===== config.mk =====
export PLATFORM = sky130hd
export DESIGN_NAME = ghm_fifo
export DESIGN_NICKNAME = d
export VERILOG_FILES = /design/src/rtl/ghm_fifo.sv
export SDC_FILE = /design/constraint.sdc
export NUM_CORES = 1
export LEC_CHECK = 0
export BUFFER_PORTS_ARGS = -buffer_cell sky130_fd_sc_hd__buf_2
export CAP_MARGIN = 20
export CORE_MARGIN = 2
export CORE_UTILIZATION = 48
export CTS_CLUSTER_SIZE = 24
export DETAILED_ROUTE_END_ITERATION = 8
export PLACE_DENSITY_LB_ADDON = 0.25
export SLEW_MARGIN = 20
export SYNTH_ARGS = -nofsm -noshare
export SYNTH_HDL_FRONTEND = slang
export SYNTH_SLANG_ARGS = --single-unit

===== constraint.sdc =====
create_clock -name clk -period 1.7 [get_ports clk]
set_input_delay 0.34 -clock clk [delete_from_list [all_inputs] [get_ports clk]]
set_output_delay 0.34 -clock clk [all_outputs]
set_load 0.005 [all_outputs]

===== src/rtl/ghm_fifo.sv =====
`timescale 1ns / 1ps
// ghm_fifo: two-entry command queue between the front and back parts.
// No package dependencies.
module ghm_fifo #(
	parameter int W = 8
) (
	input  logic         clk,
	input  logic         arst_n,
	input  logic         push_valid,
	output logic         push_ready,
	input  logic [W-1:0] push_data,
	output logic         pop_valid,
	input  logic         pop,
	output logic [W-1:0] pop_data
);
	logic [W-1:0] slot_q [2];
	logic         wr_ptr_q;
	logic         rd_ptr_q;
	logic [1:0]   count_q;
	logic         do_push;
	logic         do_pop;

	assign push_ready = (count_q != 2'd2);
	assign pop_valid  = (count_q != 2'd0);
	assign pop_data   = slot_q[rd_ptr_q];
	assign do_push    = push_valid && push_ready;
	assign do_pop     = pop && pop_valid;

	always_ff @(posedge clk or negedge arst_n) begin
		if (!arst_n) begin
			wr_ptr_q <= 1'b0;
			rd_ptr_q <= 1'b0;
			count_q  <= 2'd0;
		end else begin
			if (do_push) wr_ptr_q <= ~wr_ptr_q;
			if (do_pop) rd_ptr_q <= ~rd_ptr_q;
			case ({do_push, do_pop})
				2'b10:   count_q <= count_q + 2'd1;
				2'b01:   count_q <= count_q - 2'd1;
				default: count_q <= count_q;
			endcase
		end
	end

	always_ff @(posedge clk) begin
		if (do_push) slot_q[wr_ptr_q] <= push_data;
	end
endmodule


==> reports/qor.csv <==
stage,metric,value,unit
logic_synthesis,ys_types,13,
worst_setup_path,worst-path-max-fanout,9,
timing,report.final.slew_viol_count,0,
floorplan,start_util,51.2,%
logic_synthesis,ys.flop_type,edfxtp_1,
placed_design,hpwlAfterDp,845,um
worst_setup_path,r2r_setup_slack,0.20,ns
global_routing,grt_pass1_wl,1990,um
global_routing,grt_usage,14.9,%
worst_setup_path,start_kind,flop,
cells_and_area,register_area,582,um^2
placed_design,dp.cells,80,
detailed_routing,routed_wirelength,1160,um
cells_and_area,area_growth,24.7,%
detailed_routing,drt_iter0_drc,1,
logic_synthesis,yosys-top-cells-area,"edfxtp_1 62%, dfrtp_1 13%, mux2_2 12%",
timing,fin_worst_skew,0.0110,ns
timing,finalHoldViolations,0,
logic_synthesis,syn_inst,42,
logic_synthesis,synth_seq_cells,20,
worst_setup_path,startpoint,rd_ptr_q,
logic_synthesis,syn-cell-area,771,um^2
timing,fin_setup_tns,0,ns
timing,setup_viol,0,
timing,relSlewSlack,74.3,%
logic_synthesis,synth_edf_count,16,
cells_and_area,antennaDiodeCount,0,
timing,worst_pin_slew,0.386,ns
logic_synthesis,synth_most_common_cell,edfxtp_1,
min_path,worstHoldStart,push_data[2],
power_and_ir_drop,switchingPower,0.000430,W
floorplan,die_w,44.1,um
detailed_routing,wl_met1,479,um
logic_synthesis,synth_nets,55,
min_path,hold_path_depth,1,
detailed_routing,wl_met2,616,um
logic_synthesis,synth_commonest_cells,"16 x edfxtp_1, 8 x mux2_2, 4 x dfrtp_1",
logic_synthesis,yosys_warnings,0,
timing,finalCriticalPeriod,1.61,ns
clock_tree,htreeDepth,1,
power_and_ir_drop,switching_share,27.8,%
clock_tree,clk_latency,0.29,ns
worst_setup_path,crit_arrival,1.27,ns
logic_synthesis,synth_top_area_share,62.3,%
detailed_routing,ant_nets,0,
floorplan,die_y,44.1,um
worst_setup_path,endpoint_kind,output pin,
detailed_routing,vias,428,
timing,rsz0062_at_grt,no,
global_routing,antenna_found_initial,0,
logic_synthesis,ys_seq_area_share,75.3,%
floorplan,die_area,1940,um^2
worst_setup_path,r2r-start,count_q[0],
clock_tree,path_clk_slew,0.11,ns
power_and_ir_drop,clkPwrFrac,17.0,%
detailed_routing,wl_per_cell,13.5,um
timing,finalCritPeriodShare,94.8,%
worst_setup_path,cp.required,1.36,ns
floorplan,rows,14,
placed_design,port_buffers,21,
cells_and_area,multi_input_area,185,um^2
power_and_ir_drop,power_density,1610,nW/um^2
logic_synthesis,synthArstFlopShare,20.0,%
detailed_routing,vias_per_cell,4.98,
floorplan,ioPinCount,22,
clock_tree,numCtsBuffers,3,
run_status,status,completed,
clock_tree,clockBufferDepth,2,
worst_setup_path,reg2reg_depth,5,
min_path,hold_class,input pin to flop,
placed_design,finalWeightedCongestion,0.695,
clock_tree,root_buffer,clkbuf_4,
floorplan,core_area,1510,um^2
power_and_ir_drop,ir_worst_vdd,1030,uV
power_and_ir_drop,p_leak,0.392,nW
cells_and_area,nets,84,
logic_synthesis,synth.avg_cell_area,18.4,um^2
detailed_routing,highest_layer,met4,
cells_and_area,stdcell_count,86,
worst_setup_path,crit_type,flop to output pin,
clock_tree,cts_sinks,20,
cells_and_area,fillCellCount,126,
power_and_ir_drop,p_int,0.00112,W
min_path,worstHoldEndpoint,slot_q[1][2],
detailed_routing,wl_met3,56,um
global_routing,grt_pass1_vias,436,
global_routing,grt_max_degree,12,
detailed_routing,dr.pass1.iters,4,
global_routing,overflow,0,
logic_synthesis,synth_top_cell_by_area,edfxtp_1,
worst_setup_path,worstReg2RegEnd,count_q[1],
cells_and_area,drive_above_1_share,54.3,%
detailed_routing,drc_errors,0,
timing,max_freq,621,MHz
power_and_ir_drop,p_seq_share,50.2,%
power_and_ir_drop,p_comb_share,32.8,%
flow_run,cap_violations,0,
clock_tree,cts_tree,built,
-- routing by layer --
metal / global-route usage [%] / vias to the layer above
li1: - / 209
met1: 16.4 / 204
met2: 26.8 / 13
met3: 3.67 / 2
met4: 7.27 / 0
met5: 0 / -
-- cell families (layout without fill, tap and decap cells) --
group | after synthesis | after routing | share of synthesized area, %
adders and majority gates | 1 | 1 | 1.62
and+or+nand+nor | 7 | 7 | 5.03
DFF | 20 | 20 | 75.3
xor gates and xnor gates | 5 | 5 | 5.68
buffers and inverters | 1 | 29 | 0.649
muxes | 8 | 8 | 11.7
-- layout by cell type (no fill, tap or decap), types with 2 or more instances in the layout --
| cell | count |
|---|---|
| dfrtp_1 | 3 |
| edfxtp_1 | 16 |
| xnor2_1 | 3 |
| xor2_1 | 2 |
| mux2_2 | 8 |
| buf_4 | 3 |
| clkbuf_4 | 3 |
| buf_2 | 21 |
| nor2_1 | 2 |
-- worst max-delay path, cell delays in order, from the launching register on --
cell     delay (ns)
dfrtp_2        0.49
mux2_2         0.36
buf_2          0.13
-- sequential cells by signal, indices dropped and copies added, names as in the netlist --
signal	flops
wr_ptr_q	1
slot_q	16
rd_ptr_q	1
count_q	2
-- area by class of cell --
| type | instances | area share, % |
|---|---|---|
| Sequential cell | 20 | 60.5 |
| Tap cell | 16 | 2.08 |
| Multi-Input combinational cell | 21 | 19.3 |
| Timing Repair Buffer | 25 | 14.3 |
| Clock buffer | 4 | 3.78 |
-- worst max path at each step --
stage,to,depth (start not counted)
floorplan,count_q[1],5
global placement,count_q[1],5
detailed placement,count_q[1],5
CTS,pop_data[6],2
global route,pop_data[6],2
finish,pop_data[6],2
-- repair_timing --
| action | 4_1_cts | 5_1_grt |
|---|---|---|
| hold buffers | 1 | 0 |
| hold endpoints to repair | 4 | 0 |
| resized for setup | 1 | 0 |
| buffers inserted | 0 | 1 |
| endpoints found under the setup margin | 8 | 1 |
-- per-stage QoR --
| stage | total power, W | hold WS, ns | cell area [um^2] | setup slack (ns) | utilization (%) |
|---|---|---|---|---|---|
| finish | 0.00155 | 0.231 | 961 | 0.0886 | 63.8 |
| global route | 0.00166 | 0.208 | 961 | 0.0130 | 63.8 |
| CTS | 0.00156 | 0.219 | 953 | 0.0505 | 63.3 |
| detailed placement | 0.00128 | 0.154 | 906 | 0.216 | 60.1 |
| global placement | 0.00127 | 0.151 | 906 | 0.255 | 60.1 |
| floorplan | 0.00109 | 0.0444 | 771 | 0.258 | - |
-- power by group through the flow --
stage | sequential, W | clock (W) | combinational (W)
after floorplan | 0.000736 | 0 | 0.000351
after global placement | 0.000785 | 0 | 0.000480
after detailed placement | 0.000792 | 0 | 0.000492
after CTS | 0.000783 | 0.000277 | 0.000497
after global routing | 0.000796 | 0.000300 | 0.000566
final | 0.000777 | 0.000263 | 0.000507
(Power assumes the default switching activity.)
