<file path="src/rtl/ghm_pkg.sv">
`timescale 1ns / 1ps
// ghm_pkg: shared types, codes, constants and the elaboration-time weight table
// for the Gaussian splat heatmap. No dependencies.
package ghm_pkg;

	// Weight table: depth is fixed (power of two), Q0.8 entries
	localparam int WTAB_DEPTH = 256;
	localparam int WTAB_AW    = $clog2(WTAB_DEPTH);

	// Signed width of a mapped cell coordinate
	localparam int CW = 33;

	localparam logic [31:0] LN2_Q32   = 32'd2977044472;
	localparam logic [14:0] GAMMA_Q16 = 15'd22938;

	// APB register map
	localparam int APB_AW = 5;
	typedef enum logic [2:0] {
		REG_ORIGIN_X  = 3'd0,
		REG_ORIGIN_Z  = 3'd1,
		REG_CPU_X     = 3'd2,
		REG_CPU_Z     = 3'd3,
		REG_REACH     = 3'd4,
		REG_INV_RSQ   = 3'd5,
		REG_WIN_START = 3'd6,
		REG_WIN_END   = 3'd7
	} reg_idx_t;

	typedef enum logic [1:0] {
		KIND_CLEAR = 2'd0,
		KIND_SPLAT = 2'd1,
		KIND_READ  = 2'd2,
		KIND_NONE  = 2'd3
	} kind_t;

	typedef enum logic [1:0] {
		CMD_CLEAR = 2'd0,
		CMD_SPLAT = 2'd1,
		CMD_READ  = 2'd2,
		CMD_REPLY = 2'd3
	} cmd_op_t;

	typedef struct packed {
		cmd_op_t              op;
		logic                 acc;
		logic signed [CW-1:0] cx;
		logic signed [CW-1:0] cz;
		logic [15:0]          cell_idx;
	} cmd_t;

	typedef struct packed {
		logic [31:0] origin_x;
		logic [31:0] origin_z;
		logic [23:0] cpu_x;
		logic [23:0] cpu_z;
		logic [3:0]  reach;
		logic [23:0] inv_rsq;
		logic [31:0] win_start;
		logic [31:0] win_end;
	} cfg_t;

	typedef struct packed {
		logic init_busy;
	} bk_status_t;

	typedef enum logic [3:0] {
		B_IDLE, B_CLEAR, B_SETUP, B_SRD, B_SWR, B_RRD, B_RSTART, B_SHAPE, B_OUT
	} bk_state_t;

	typedef enum logic [3:0] {
		M_IDLE, M_DIV, M_NORM, M_LOG, M_GAMMA, M_SCALE, M_TMUL, M_SQR, M_FIN, M_DONE
	} mt_state_t;

	// exp(-x), x and result in Q32; elaboration use only
	function automatic logic [63:0] exp_neg_q32(input logic [63:0] x);
		logic [63:0] y;
		logic [63:0] term;
		logic [63:0] v;
		longint      sum;
		y    = x >> 5;
		term = 64'h1_0000_0000;
		sum  = 64'sh1_0000_0000;
		for (int k = 1; k <= 10; k++) begin
			term = ((term * y) >> 32) / 64'(k);
			if (k % 2 == 1) sum = sum - longint'(term);
			else sum = sum + longint'(term);
		end
		if (sum < 0) sum = 0;
		v = 64'(sum);
		for (int s = 0; s < 5; s++) begin
			if (v > 64'hFFFF_FFFF) v = 64'hFFFF_FFFF;
			v = (v * v) >> 32;
		end
		return v;
	endfunction

	function automatic logic [WTAB_DEPTH*8-1:0] build_wtab();
		logic [WTAB_DEPTH*8-1:0] t;
		logic [63:0]             x;
		logic [63:0]             w;
		t = '0;
		for (int i = 0; i < WTAB_DEPTH; i++) begin
			x = ((64'd7 << 31) * 64'(i)) / WTAB_DEPTH;
			w = (exp_neg_q32(x) * 64'd256 + 64'h8000_0000) >> 32;
			t[i*8 +: 8] = (w > 64'd255) ? 8'd255 : w[7:0];
		end
		return t;
	endfunction

	localparam logic [WTAB_DEPTH*8-1:0] WTAB = build_wtab();

endpackage

</file>
<file path="src/rtl/ghm_front.sv">
`timescale 1ns / 1ps
// ghm_front: accepts input transfers, checks window and range, maps the
// sample to a grid cell and pushes a command. Depends on ghm_pkg.
module ghm_front #(
	parameter int GRID_SIDE = 256
) (
	input  logic                clk,
	input  logic                arst_n,
	input  ghm_pkg::cfg_t       cfg,
	input  ghm_pkg::bk_status_t status,
	input  logic                in_valid,
	output logic                in_ready,
	input  logic [1:0]          in_kind,
	input  logic [31:0]         pos_x,
	input  logic [31:0]         pos_z,
	input  logic [31:0]         time_ms,
	input  logic [15:0]         cell_index,
	output logic                push_valid,
	input  logic                push_ready,
	output ghm_pkg::cmd_t       push_cmd
);
	import ghm_pkg::*;

	localparam int CELLS = GRID_SIDE * GRID_SIDE;

	logic               valid_s1;
	kind_t              kind_s1;
	logic [31:0]        mag_x_s1, mag_z_s1;
	logic               neg_x_s1, neg_z_s1;
	logic               in_win_s1, cell_ok_s1;
	logic [15:0]        cell_s1;

	logic signed [32:0] diff_x, diff_z;
	logic [55:0]        prod_x, prod_z;
	logic [CW-1:0]      cx, cz;
	logic               take;

	assign in_ready   = !status.init_busy && (!valid_s1 || push_ready);
	assign take       = in_valid && in_ready;
	assign push_valid = valid_s1;

	assign diff_x = $signed({pos_x[31], pos_x}) - $signed({cfg.origin_x[31], cfg.origin_x});
	assign diff_z = $signed({pos_z[31], pos_z}) - $signed({cfg.origin_z[31], cfg.origin_z});

	always_ff @(posedge clk or negedge arst_n) begin
		if (!arst_n) begin
			valid_s1 <= 1'b0;
		end else if (take) begin
			valid_s1 <= 1'b1;
		end else if (push_ready) begin
			valid_s1 <= 1'b0;
		end
	end

	always_ff @(posedge clk) begin
		if (take) begin
			kind_s1    <= kind_t'(in_kind);
			neg_x_s1   <= diff_x[32];
			neg_z_s1   <= diff_z[32];
			mag_x_s1   <= diff_x[32] ? 32'(-diff_x) : diff_x[31:0];
			mag_z_s1   <= diff_z[32] ? 32'(-diff_z) : diff_z[31:0];
			in_win_s1  <= (time_ms >= cfg.win_start) && (time_ms <= cfg.win_end);
			cell_ok_s1 <= (32'(cell_index) < 32'(CELLS));
			cell_s1    <= cell_index;
		end
	end

	// truncation toward zero: scale the magnitude, then restore the sign
	assign prod_x = 56'(mag_x_s1) * 56'(cfg.cpu_x);
	assign prod_z = 56'(mag_z_s1) * 56'(cfg.cpu_z);
	assign cx = neg_x_s1 ? CW'(-{1'b0, prod_x[55:24]}) : {1'b0, prod_x[55:24]};
	assign cz = neg_z_s1 ? CW'(-{1'b0, prod_z[55:24]}) : {1'b0, prod_z[55:24]};

	always_comb begin
		push_cmd          = '0;
		push_cmd.cx       = cx;
		push_cmd.cz       = cz;
		push_cmd.cell_idx = cell_s1;
		unique case (kind_s1)
			KIND_CLEAR: begin
				push_cmd.op  = CMD_CLEAR;
				push_cmd.acc = 1'b1;
			end
			KIND_SPLAT: begin
				push_cmd.op  = in_win_s1 ? CMD_SPLAT : CMD_REPLY;
				push_cmd.acc = 1'b0;
			end
			KIND_READ: begin
				push_cmd.op  = cell_ok_s1 ? CMD_READ : CMD_REPLY;
				push_cmd.acc = 1'b0;
			end
			default: begin
				push_cmd.op  = CMD_REPLY;
				push_cmd.acc = 1'b0;
			end
		endcase
	end
endmodule

</file>
<file path="config.mk">
export PLATFORM = sky130hd
export DESIGN_NAME = ghm_front
export DESIGN_NICKNAME = d
export VERILOG_FILES = /design/src/rtl/ghm_pkg.sv /design/src/rtl/ghm_front.sv
export SDC_FILE = /design/constraint.sdc
export NUM_CORES = 2
export LEC_CHECK = 0
export BUFFER_PORTS_ARGS = -buffer_cell sky130_fd_sc_hd__buf_2
export CAP_MARGIN = 20
export CORE_ASPECT_RATIO = 2
export CORE_MARGIN = 2
export CORE_UTILIZATION = 45
export DETAILED_ROUTE_END_ITERATION = 7
export PLACE_DENSITY = 0.76
export SYNTH_ARGS = -nofsm -noshare
export SYNTH_HDL_FRONTEND = slang
export SYNTH_SLANG_ARGS = --single-unit
</file>
<file path="constraint.sdc">
create_clock -name clk -period 19.15 [get_ports clk]
set_input_delay 5.745 -clock clk [delete_from_list [all_inputs] [get_ports clk]]
set_output_delay 5.745 -clock clk [all_outputs]
set_load 0.01 [all_outputs]
</file>
==> impl_metrics.tcl <==
set metrics [dict create \
    yosys_warnings 0 \
    num-nets-final 9920 \
    clock_sinks 86 \
    worstRegToRegCells 3 \
    fin_skew_ns 0.01619 \
    cp_common_cell "fa_1" \
    syn_avg_cell_area_um2 8.592 \
    drc 0 \
    cts_root_buffer "clkbuf_16" \
    hp-class "reg -> reg" \
    ys_ff_latch 86 \
    core_area_um2 133800 \
    startpoint_type "input port" \
    vias 52220 \
    critPathSlowestCell "fa_1" \
    drive_gt1_frac 0.1745 \
    numCtsBuffers 9 \
    min_to "push_valid" \
    hold_buffers 0 \
    path_max_fanout 11 \
    hold_viol_final 0 \
    crit_type "in -> out" \
    synth-seq-area-share 0.04247 \
    tightest_slew_ns 1.246 \
    port_buffers 381 \
    wirelength_um 189200 \
    nFillCells 11800 \
    clock_latency_ns 0.40 \
    cp-end-kind "output pin" \
    grt_overflow 0 \
    reg2reg_to "cell_s1[10]" \
    worstHoldPathCells 1 \
    fin_ws_ns -0.2232 \
    synthArstFlopShare 0.01163 \
    synth_area_um2 60690 \
    initial_core_util 0.4535 \
    slew_headroom 0.1692 \
    cts_tree "done" \
    htreeDepth 3 \
    gr-usage-all-layers 0.2762 \
    maxCapViolations 0 \
    tns_ns -1.044 \
    pin_count 410 \
    finalMaxSlewViolations 0 \
    dpl_cell_area_um2 68330 \
    die_w_um 263.7 \
    dieArea_um2 138000 \
    finish.utilization 0.5357 \
    violations "negative setup slack" \
    place_congestion 1.009 \
    grt_setup_unrepaired "true" \
    synthFlopType "edfxtp_1" \
    antenna_found_initial 7 \
    netlist_top_cells_area "fa_1 43%, inv_1 10%, ha_1 10%" \
    r2r_setup_slack_ns 16.98 \
    syn_inst 7064 \
    ant_nets 0 \
    arrival_ns 13.63 \
    cts_buffer_depth 2 \
    synth_top_area_share 0.4341 \
    num_rows 190 \
    hpwl_um 161400 \
    post_drt_wl_per_cell_um 19.86 \
    synth_nets 9191 \
    drtIter0Drc 2353 \
    fin_crit_sh 1.012 \
    finalCriticalPeriod_ns 19.37 \
    cp_slowest_stage_delay_ns 0.56 \
    ys_types 108 \
    die_height_um 523.4 \
    grt_pass1_vias 59900 \
    clk_pin_slew_ns 0.07 \
    status "finished with violations" \
    drt_first_pass_iters 6 \
    yosysTopAreaCell "fa_1" \
    hold_path_startpoint "push_valid" \
    r2r-start "push_valid" \
    synth_edf_count 85 \
    fmax_mhz 51.62 \
    setup_viol 9 \
    grt_max_degree 50 \
    cp.required_ns 13.40 \
    grt_pass1_wl_um 298200 \
    avgViaCountPerCell 5.482 \
    layout.cell_area.non_filler_um2 71700 \
    area.growth.synth_to_final_pct 18.13 \
]
metrics by stage:
| stage | hold WS, ns | setup WS (ns) | cells |
|---|---|---|---|
| floorplan | 0.5369 | 0.2303 | 7064 |
| global placement | 0.4788 | -0.7249 | 9426 |
| detailed placement | 0.4832 | -0.7205 | 9428 |
| CTS | 0.4987 | -0.1372 | 9485 |
| global route | 0.5465 | -0.3961 | 9526 |
| finish | 0.4958 | -0.2232 | 9527 |
critical path: cells and delay by family:
kind                     cells  cell delay (ns)
XOR/XNOR                     1             0.16
AO/OA/AOI/OAI                5             1.26
adder cells (fa/ha/maj)      8             3.70
AND/OR/NAND/NOR              6             1.67
buffers and inverters       10             1.08
worst max path at each step:
stage	from	end	slack [ns]	cells past startpoint
floorplan	cfg[119]	push_cmd[78]	0.23	27
global placement	cfg[111]	push_cmd[44]	-0.72	26
detailed placement	cfg[111]	push_cmd[46]	-0.72	26
CTS	cfg[118]	push_cmd[78]	-0.14	28
global route	cfg[120]	push_cmd[78]	-0.40	30
finish	cfg[127]	push_cmd[78]	-0.22	30
cell families after synthesis:
family / after synthesis / share of synthesized area
compound gates: 780 / 0.08434
fa+ha+maj: 1804 / 0.5347
flops: 86 / 0.04247
simple gates: 2206 / 0.1835
mux: 12 / 0.002041
buf+inv: 1960 / 0.1218
xor+xnor: 216 / 0.03117
Yosys cell counts (all sizes together) (10+ instances only):
library cell	instances
nand2	954
and3	23
and4	15
o21ai	175
nor2b	20
and2	791
fa	1316
a211oi	16
buf	13
ha	488
o21bai	17
o211ai	28
nor3	49
a21o	88
nand3	53
nor2	139
or4	13
a21oi	212
or3	10
o31ai	29
nand2b	18
xnor2	146
clkbuf	319
nand4	53
nor4	20
or2	13
a2111oi	10
nand3b	11
a21boi	12
o21a	35
xor2	70
inv	1628
edfxtp	85
a31oi	39
per-layer routing:
metal | global-route usage | part of all wire
met5 | 0 | 0.00036
met4 | 0.2297 | 0.10
met3 | 0.03996 | 0.046
met2 | 0.5671 | 0.57
met1 | 0.2229 | 0.28
cell usage in the layout, fill, tap and decap left out, types with 134 or more instances in the layout:
master,synthesis,layout
fa_1,1316,1280
nand2_1,954,937
o21ai_0,167,134
and2_1,787,771
ha_1,488,451
inv_1,1628,1605
xnor2_1,146,145
a21oi_1,210,188
buf_4,3,566
buf_2,4,340
timing repair:
item,in CTS,in global routing
endpoints found under the setup margin,44,42
resized for setup,277,191
cloned,6,6
buffers inserted,35,23
pin swaps,107,112
cell type report:
type / instances / area [um^2] / area share
multi-input combinational: 5018 / 52080 / 0.7264
timing repair buffer: 1050 / 8421 / 0.1174
inverter: 1628 / 6111 / 0.08523
sequential: 86 / 2577 / 0.03595
tap: 1728 / 2162 / 0.03016
clock buffer: 9 / 225.2 / 0.003141
clock inverter: 7 / 118.9 / 0.001658
antenna: 1 / 2.502 / 0.00003490
registers in the layout, summed over array words and instances (netlist names):
| name | cells |
|---|---|
| mag_x_s1 | 32 |
| neg_x_s1 | 1 |
| neg_z_s1 | 1 |
| push_valid | 1 |
| mag_z_s1 | 32 |
| cell_s1 | 16 |
| in_win_s1 | 1 |
| kind_s1 | 2 |
Power is not shown: default switching activity piles up to over one toggle a cycle in this logic, so the estimate is an artifact.
